File: src/sv/cr2r_pkg.sv
package cr2r_pkg;

   localparam int OP_LEN_BITS = 28;
   localparam logic [OP_LEN_BITS-1:0] LEN_MAX = {OP_LEN_BITS{1'b1}};

   localparam logic [7:0] CH_ZERO = 8'h30;
   localparam logic [7:0] CH_NINE = 8'h39;
   localparam logic [7:0] CH_S    = 8'h53;
   localparam logic [7:0] CH_M    = 8'h4D;
   localparam logic [7:0] CH_N    = 8'h4E;
   localparam logic [7:0] CH_I    = 8'h49;
   localparam logic [7:0] CH_D    = 8'h44;
   localparam logic [7:0] CH_X    = 8'h58;

   localparam logic [1:0] ST_OK  = 2'd0;
   localparam logic [1:0] ST_XOP = 2'd1;
   localparam logic [1:0] ST_SAT = 2'd2;

   typedef struct packed {
      logic [7:0]  cigar_char;
      logic        first_byte;
      logic        last_byte;
      logic [30:0] align_start;
      logic [30:0] query_loc;
   } req_type;

   typedef struct packed {
      logic        found;
      logic [31:0] ref_pos;
      logic [1:0]  status;
   } rsp_type;

   typedef struct packed {
      logic [OP_LEN_BITS-1:0] length_accum;
      logic                   digits_frozen;
      logic [31:0]            read_offset;
      logic [31:0]            ref_offset;
      logic [30:0]            start_latch;
      logic [30:0]            loc_latch;
      logic                   hit_flag;
      logic [31:0]            hit_pos;
      logic [1:0]             status_reg;
   } state_type;

endpackage

File: src/sv/cr2r_step.sv
module cr2r_step (
   input  cr2r_pkg::state_type state_cur,
   input  cr2r_pkg::req_type   req,
   output cr2r_pkg::state_type state_nxt,
   output cr2r_pkg::rsp_type   rsp
);

   localparam int L = cr2r_pkg::OP_LEN_BITS;

   cr2r_pkg::state_type base;
   cr2r_pkg::state_type nxt;
   logic                is_digit;
   logic [L+3:0]        acc_v;
   logic                acc_ovf;
   logic [32:0]         len33;
   logic [32:0]         rd_sum;
   logic [32:0]         rf_sum;
   logic                hit;
   logic [31:0]         loc_span;
   logic [33:0]         pos;
   logic                sat;

   always_comb begin
      base = state_cur;
      if (req.first_byte) begin
         base = '0;
         base.start_latch = req.align_start;
         base.loc_latch = req.query_loc;
      end
   end

   assign is_digit = (req.cigar_char >= cr2r_pkg::CH_ZERO) &&
                     (req.cigar_char <= cr2r_pkg::CH_NINE);

   assign acc_v = {1'b0, base.length_accum, 3'b000} + {3'b000, base.length_accum, 1'b0}
                + {{(L){1'b0}}, 4'(req.cigar_char - cr2r_pkg::CH_ZERO)};
   assign acc_ovf = (acc_v[L+3:L] != 4'd0);

   assign len33  = {{(33-L){1'b0}}, base.length_accum};
   assign rd_sum = {1'b0, base.read_offset} + len33;
   assign rf_sum = {1'b0, base.ref_offset} + len33;

   assign hit = !base.hit_flag && (base.length_accum != '0) &&
                ({1'b0, base.loc_latch} > base.read_offset) &&
                ({2'b00, base.loc_latch} <= rd_sum);
   assign loc_span = {1'b0, base.loc_latch} - base.read_offset - 32'd1;
   assign pos  = {3'b000, base.start_latch} + {2'b00, base.ref_offset} + {2'b00, loc_span};

   always_comb begin
      nxt = base;
      sat = 1'b0;
      if (is_digit) begin
         if (!base.digits_frozen) begin
            nxt.length_accum = acc_ovf ? cr2r_pkg::LEN_MAX : acc_v[L-1:0];
            sat = acc_ovf;
         end
      end else begin
         case (req.cigar_char)
            cr2r_pkg::CH_M: begin
               nxt.length_accum = '0;
               nxt.digits_frozen = 1'b0;
               if (hit) begin
                  nxt.hit_flag = 1'b1;
                  nxt.hit_pos = (pos[33:32] != 2'd0) ? 32'hFFFF_FFFF : pos[31:0];
               end
               nxt.read_offset = rd_sum[32] ? 32'hFFFF_FFFF : rd_sum[31:0];
               nxt.ref_offset = rf_sum[32] ? 32'hFFFF_FFFF : rf_sum[31:0];
               sat = (hit && (pos[33:32] != 2'd0)) || rd_sum[32] || rf_sum[32];
            end
            cr2r_pkg::CH_S, cr2r_pkg::CH_I: begin
               nxt.length_accum = '0;
               nxt.digits_frozen = 1'b0;
               nxt.read_offset = rd_sum[32] ? 32'hFFFF_FFFF : rd_sum[31:0];
               sat = rd_sum[32];
            end
            cr2r_pkg::CH_D, cr2r_pkg::CH_N: begin
               nxt.length_accum = '0;
               nxt.digits_frozen = 1'b0;
               nxt.ref_offset = rf_sum[32] ? 32'hFFFF_FFFF : rf_sum[31:0];
               sat = rf_sum[32];
            end
            cr2r_pkg::CH_X: begin
               nxt.length_accum = '0;
               nxt.digits_frozen = 1'b0;
               nxt.status_reg = cr2r_pkg::ST_XOP;
            end
            default: begin
               nxt.digits_frozen = 1'b1;
            end
         endcase
      end
      if (sat && (nxt.status_reg == cr2r_pkg::ST_OK)) begin
         nxt.status_reg = cr2r_pkg::ST_SAT;
      end
   end

   assign state_nxt   = nxt;
   assign rsp.found   = nxt.hit_flag && (nxt.status_reg != cr2r_pkg::ST_XOP);
   assign rsp.ref_pos = rsp.found ? nxt.hit_pos : 32'd0;
   assign rsp.status  = nxt.status_reg;

endmodule

File: src/sv/cigar_read_to_reference_position.sv
// Flow: a request is registered in req_ff, then decoded by cr2r_step into state_ff; a
// result from a last byte is registered in rsp_ff and presented on rsp_valid.
// Throughput: one byte per cycle, set by the state update loop; a last byte waits while a held result is stalled.
// Reset: synchronous, active high; clears the parse state and both valid flags.
// A request with first_byte set restarts the parse for a new read.
module cigar_read_to_reference_position (
   input  logic              clock,
   input  logic              reset,
   input  logic              req_valid,
   output logic              req_stall,
   input  cr2r_pkg::req_type req_payload,
   output logic              rsp_valid,
   input  logic              rsp_stall,
   output cr2r_pkg::rsp_type rsp_payload
);

   logic                req_valid_ff;
   logic                req_valid_in;
   cr2r_pkg::req_type   req_ff;
   cr2r_pkg::state_type state_ff;
   cr2r_pkg::state_type state_in;
   logic                rsp_valid_ff;
   logic                rsp_valid_in;
   cr2r_pkg::rsp_type   rsp_ff;
   cr2r_pkg::rsp_type   rsp_in;
   logic                out_free;
   logic                step_go;

   cr2r_step u_step (
      .state_cur (state_ff),
      .req       (req_ff),
      .state_nxt (state_in),
      .rsp       (rsp_in)
   );

   assign out_free  = !rsp_valid_ff || !rsp_stall;
   assign step_go   = req_valid_ff && (!req_ff.last_byte || out_free);
   assign req_stall = req_valid_ff && !step_go;

   always_comb begin
      req_valid_in = req_valid_ff;
      if (!req_stall) begin
         req_valid_in = req_valid;
      end
      rsp_valid_in = rsp_valid_ff;
      if (step_go && req_ff.last_byte) begin
         rsp_valid_in = 1'b1;
      end else if (!rsp_stall) begin
         rsp_valid_in = 1'b0;
      end
   end

   always_ff @(posedge clock) begin
      if (reset) begin
         req_valid_ff <= 1'b0;
         rsp_valid_ff <= 1'b0;
         state_ff     <= '0;
      end else begin
         req_valid_ff <= req_valid_in;
         rsp_valid_ff <= rsp_valid_in;
         if (step_go) begin
            state_ff <= state_in;
         end
      end
   end

   always_ff @(posedge clock) begin
      if (req_valid && !req_stall) begin
         req_ff <= req_payload;
      end
      if (step_go && req_ff.last_byte) begin
         rsp_ff <= rsp_in;
      end
   end

   assign rsp_valid   = rsp_valid_ff;
   assign rsp_payload = rsp_ff;

endmodule
File: config.mk
export PLATFORM = sky130hd
export DESIGN_NAME = cigar_read_to_reference_position
export DESIGN_NICKNAME = d
export VERILOG_FILES = /design/src/sv/cr2r_pkg.sv /design/src/sv/cr2r_step.sv /design/src/sv/cigar_read_to_reference_position.sv
export SDC_FILE = /design/constraint.sdc
export NUM_CORES = 1
export LEC_CHECK = 0
export ABC_AREA = 1
export BUFFER_PORTS_ARGS = -buffer_cell sky130_fd_sc_hd__buf_2
export CAP_MARGIN = 10
export CORE_ASPECT_RATIO = 1.5
export CORE_MARGIN = 2
export CORE_UTILIZATION = 40
export DETAILED_ROUTE_END_ITERATION = 7
export PLACE_DENSITY = 0.67
export SLEW_MARGIN = 0
export SYNTH_ARGS = -nofsm -noshare
export SYNTH_HDL_FRONTEND = slang
export SYNTH_SLANG_ARGS = --single-unit
File: constraint.sdc
create_clock -name clock -period 9.44 [get_ports clock]
set_input_delay 1.888 -clock clock [delete_from_list [all_inputs] [get_ports clock]]
set_output_delay 1.888 -clock clock [all_outputs]
set_load 0.05 [all_outputs]
# Word level (Yosys, flattened, before mapping)
# Index checks and enable logic that the tools add are counted.
classes:
  div_mod_pow: 0
  muxes: 22
  eq_ne: 8
  n_bitwise: 0
  magnitude_cmp: 4
  n_reduce_logical: 30
  shift: 0
  n_mul: 0
  add_sub_neg: 9
op_table:
  columns: ["operator", "n"]
  rows:
  - ["190-bit two-way mux", 1]
  - ["32-bit two-way mux", 5]
  - ["28-bit two-way mux", 4]
  - ["32-bit by 28-bit adder with 33-bit output", 2]
  - ["33-bit two-way mux", 2]
  - ["65-bit two-way mux", 1]
  - ["8-bit by 7-bit equality test with 1-bit output, second input constant", 6]
  - ["35-bit two-way mux", 1]
  - ["34-bit by 32-bit adder with 34-bit output", 1]
  - ["31-bit by 32-bit adder with 33-bit output", 1]
  - ["31-bit by 33-bit <= comparator with 1-bit output", 1]
  - ["31-bit by 29-bit adder with 32-bit output", 1]
  - ["32-bit by 4-bit adder with 32-bit output", 1]
  - ["31-bit by 32-bit > comparator with 1-bit output", 1]
  - ["31-bit by 32-bit subtractor with 32-bit output", 1]
  - ["32-bit by 1-bit subtractor with 32-bit output, second input constant", 1]
  - ["28-bit nonzero test", 1]
  - ["1-bit logical AND", 11]
  - ["8-bit by 6-bit >= comparator with 1-bit output, second input constant", 1]
  - ["8-bit by 6-bit <= comparator with 1-bit output, second input constant", 1]
  - ["1-bit logical NOT", 6]
  - ["3-bit OR reduction", 2]
  - ["6-bit OR reduction", 1]
  - ["1-bit two-way mux", 5]
  - ["other kinds (9)", 15]
totals:
  mem_bits_ro: 0
  in_bits: 76
  reg_bits: 299
  n_memories: 0
  mem_bits_rw: 0
  latchBits: 0
  output_inout_bits: 37

# Logic depth before layout (Yosys ltp)
logic_depth:
  word_depth: 14
  ltp_mapped: 40
  mapped_depth_nobuf: 35

# Cells and area by module
# A second synthesis with hierarchy kept.
unflattened:
  hier_cells: 4132
  area_unflattened_um2: 26774.4
modules_own_cells:
  columns: ["module", "instances", "cells_per_inst", "area_per_inst_um2", "seq_area_each_um2"]
  rows:
  - ["cr2r_step", 1, 2763, 14999.4, 0.0]
  - ["cigar_read_to_reference_position", 1, 1369, 11775.0, 7056.8]

# Least setup slack after synthesis
# Ideal clock, no wire load.
synth_path:
  kind: "register -> register"
  start: "register req_ff[63] in the netlist's numbering"
  end: "register rsp_ff, in the netlist rsp_payload[6] (data pin)"
  setup_time_ps: 256
  setup_slack_ps: 3510
  arrival_ps: 5674
  n_path_buf: 8
  t_required_ps: 9184
  path_stages_with_launch: 37
  path_cell_list: "edfxtp_1 -> buf_6 -> buf_6 -> clkbuf_1 -> clkbuf_1 -> clkbuf_1 -> buf_2 -> clkbuf_1 -> nor2_1 -> ha_1 -> fa_1 -> nand3_1 -> nand2_1 -> nand2_1 -> o211ai_1 -> nand2_1 -> nand2_1 -> nand2_1 -> nand2_1 -> nand3_1 -> nand2_1 -> a21oi_1 -> o21ai_0 -> xor2_1 -> ha_1 -> inv_1 -> nor3_1 -> nand2_1 -> nor4_1 -> nand2_1 -> o211ai_1 -> nand3_1 -> o21bai_1 -> clkbuf_1 -> nand3_1 -> o21ai_1 -> nor2_1"
synth_between:
  elab_chain_cells: 14
synth_rtl:
  columns: ["item", "line_no", "text"]
  rows:
  - ["start: declaration", "cigar_read_to_reference_position.sv:19", "cr2r_pkg::req_type req_ff;"]
  - ["start signal: assignment", "cigar_read_to_reference_position.sv:69", "req_ff <= req_payload;"]
  - ["190-bit two-way mux (*)", "cr2r_step.sv:25", "if (req.first_byte) begin"]
  - ["31-bit by 32-bit subtractor with 32-bit output (tied with other cells)", "cr2r_step.sv:46", "assign loc_span = {1'b0, base.loc_latch} - base.read_offset - 32'd1;"]
  - ["32-bit by 1-bit subtractor with 32-bit output or 1-bit logical AND (tied branches)", "cr2r_step.sv:46, cr2r_step.sv:43", null]
  - ["34-bit by 32-bit adder with 34-bit output or 1-bit logical AND (tied branches)", "cr2r_step.sv:47, cr2r_step.sv:43", null]
  - ["2-bit nonzero test or 1-bit logical AND (tied branches)", "cr2r_step.sv:64, cr2r_step.sv:68, cr2r_step.sv:44", null]
  - ["1-bit logical AND", "cr2r_step.sv:68", "sat = (hit && (pos[33:32] != 2'd0)) || rd_sum[32] || rf_sum[32];"]
  - ["1-bit logical OR (2 in series)", "cr2r_step.sv:68", null]
  - ["1-bit one-hot mux with 3 select lines", "cr2r_step.sv:58", "case (req.cigar_char)"]
  - ["1-bit two-way mux", "cr2r_step.sv:52", "if (is_digit) begin"]
  - ["1-bit logical AND", "cr2r_step.sv:92", "if (sat && (nxt.status_reg == cr2r_pkg::ST_OK)) begin"]
  - ["2-bit two-way mux", "cr2r_step.sv:92", null]
  - ["2-bit by 1-bit != test with 1-bit output", "cr2r_step.sv:98", "assign rsp.found = nxt.hit_flag && (nxt.status_reg != cr2r_pkg::ST_XOP);"]
  - ["1-bit logical AND", "cr2r_step.sv:98", null]
  - ["end signal: assignment", "cigar_read_to_reference_position.sv:72", "rsp_ff <= rsp_in;"]
  - ["end: declaration", "cigar_read_to_reference_position.sv:24", "cr2r_pkg::rsp_type rsp_ff;"]
# Every way passes the cells marked *; elsewhere a longest branch is shown, timed or not.
# A chain may end at the register's enable or synchronous reset.

==> impl_metrics.toml <==
[worst_setup_path]
crit_type = "reg2reg"
crit_arrival_ns = 6.67
worst-path-buf-inv = 3
cp.required_ns = 9.72
r2r_cells = 25
crit_top_cell = "nand2_1"
critPathLaunchType = "flop"
path_max_fanout = 80
worstSetupEndpointType = "flop"
crit_slowest_cell = "buf_4"
crit_cells = 25
critPathMaxStageDelay_ns = 0.62
path_delay_family = "compound AO/OA/AOI/OAI gates"
ff2ff_setup_slack_ns = 3.06

[global_routing]
globalRouteTotalUtil = 0.260
grt_max_degree = 126
grt_pass1_wl_mm = 128
first_global_vias = 23300
grt-ovfl-total = 0
antenna_found_initial = 6

[finish]
final_cell_mix = "nand2_1 (759), inv_1 (462), a21oi_1 (399), nor2_1 (355), o21ai_0 (324)"
area_growth_pct = 9.88
final_cell_area_um2 = 26900
layout-drive-gt1-share = 0.0643
fin_util = 0.442
fin_nets = 3956
layout_commonest_cell = "nand2_1"
fillers = 6476

[power]
switching_share = 0.339
pwr-share-comb = 0.260
cellLeakagePower_nw = 12.0
p_total_mw = 3.86
p_seq_frac = 0.368
p_clk_frac = 0.372
ir_drop_mv = 0.108
power.switching_mw = 1.31
p_int_mw = 2.56
p_per_area_nw_per_um2 = 144

[cts]
clock_path_buffers = 3
cts_resized = 0
clock_latency_ns = 0.57
post_cts_buffers = 0
cts.sinks = 299
cts_inserted_buffers = 35
cts_htree_levels = 2
clockRootBuffer = "clkbuf_16"
clk_pin_slew_worst_paths_ns = 0.06
cts_tree = "built"
holdBufCountCts = 0

[die]
die_area_um2 = 63200
core_area_um2 = 60800
initial_core_util = 0.403
die_w_um = 206
boundaryPins = 113
rows = 111
die_h_um = 307

[logic_synthesis]
synth_edf_count = 107
synth.largest_area_cell = "dfxtp_1"
syn-cell-area_um2 = 24500
synthDistinctLibCells = 60
ys_ff_latch = 299
yosysWarnings = 0
ys_seq_area_frac = 0.288
ys.flop_type = "dfxtp_1"
syn-num-nets = 3903
netlist_top_cells_area = "dfxtp_1 (16%), edfxtp_1 (13%), nand2_1 (12%)"
synth_top_area_share = 0.157
syn_inst = 3595
synth_async_sr_flop_share = 0
avgSynthCellArea_um2 = 6.81

[place]
place_hpwl_mm = 64.6
place_area_um2 = 25700
gp_congestion = 1.00
port_buffers = 112

[route]
wl_per_cell_um = 18.6
drtPass1Iterations = 6
routed_wl_mm = 83.3
drt_iter0_drc = 1722
via_per_inst = 5.43
drtAntennaViolNets = 0
vias = 24200
drc = 0

[sta]
fin_skew_ns = 0.0303
period_share = 0.676
worstMarginPinSlew_ns = 1.23
min_period_ns = 6.38
grt_setup_unrepaired = "false"
hold_viol_final = 0
fmax_mhz = 157
fin_tns_setup_ns = 0
finalMaxSlewViolations = 0
setup_viol = 0
slew_headroom = 0.179

[status]
run_status = "completed"

[flow_run]
cap_viol_max_count = 0

[min_path]
min_path_cells = 2
hp-class = "reg2reg"
-- cells in the mapped netlist, types with 2 or more instances --
cell	n
a221oi_1	6
nor2_1	357
nor4_1	17
nor3_1	31
edfxtp_1	107
clkbuf_1	91
buf_4	6
o21ai_0	324
o221ai_1	5
dfxtp_1	192
o21bai_1	33
o31ai_1	5
fa_1	6
inv_1	463
xnor2_1	58
o211ai_1	42
a32oi_1	3
nand2_2	12
inv_2	2
a21oi_2	2
nand4_1	28
a21oi_1	399
o21ai_1	24
and2_1	4
nor2_2	4
nand3b_1	3
buf_2	6
a21boi_0	13
xor2_1	92
o21a_1	8
nand2_1	760
a31oi_1	32
nand3_1	155
a21o_1	24
buf_1	10
a211oi_1	5
or2_2	11
buf_6	8
ha_1	226
-- state kept, by name (all words and copies together), names as in the netlist --
register / flops
req_ff: 72
req_valid_ff: 1
rsp_valid: 1
rsp_payload: 35
state_ff: 190
-- stage by stage --
| stage | cells | setup WS [ns] | hold slack [ns] |
|---|---|---|---|
| 2_1_floorplan | 3595 | 3.51 | 0.424 |
| 3_3_place_gp | 4402 | 3.12 | 0.434 |
| 3_5_place_dp | 4402 | 3.06 | 0.439 |
| 4_1_cts | 4464 | 3.02 | 0.448 |
| 5_1_grt | 4464 | 2.35 | 0.463 |
| 6_report | 4467 | 3.06 | 0.446 |
-- tightest hold or removal path, cell delays in order (launching register included) --
cell and delay (ns):
dfxtp_1 0.30, inv_1 0.05, a21oi_1 0.05
-- routing by layer --
metal / GRT usage / wire (µm) / up-vias / part of all wire
met5: 0 / 23 / - / 0.00028
met4: 0.148 / 4910 / 4 / 0.059
met3: 0.0412 / 4610 / 229 / 0.055
met2: 0.474 / 42200 / 721 / 0.51
met1: 0.281 / 31500 / 11200 / 0.38
li1: - / - / 12100 / -
-- power groups by stage --
stage / registers (mW) / clock network [mW] / logic [mW]
floorplan: 1.46 / 0 / 0.677
global placement: 1.45 / 0 / 0.992
detailed placement: 1.45 / 0 / 0.989
CTS: 1.42 / 1.47 / 0.996
global route: 1.43 / 1.51 / 1.11
finish: 1.42 / 1.44 / 1.01
-- final cells by class --
class	count	area, µm²	area share
flip-flops and latches	299	7060	0.262
well taps	791	990	0.0368
clock inverters	18	209	0.00777
clock buffers	44	972	0.0361
multi-input cells	2707	15100	0.563
inverters	468	1770	0.0657
diodes	3	7.51	0.000279
repair buffers	137	763	0.0284
-- worst paths after layout --
kind	from	to
setup reg to reg	req_ff[63]	rsp_payload[6]
hold / removal	state_ff[50]	state_ff[50]
hold reg to reg	state_ff[50]	state_ff[50]
setup / recovery	req_ff[63]	rsp_payload[6]
-- cells by family after synthesis --
kind of cell / Yosys count / share of synthesized area
xor gates and xnor gates: 150 / 0.0537
and+or+nand+nor: 1389 / 0.233
buffers and inverters: 589 / 0.0943
AOI/OAI and AO/OA: 936 / 0.211
DFF: 299 / 0.288
adders and majority gates: 232 / 0.120
Note: power is estimated with default switching activity, not from simulation.
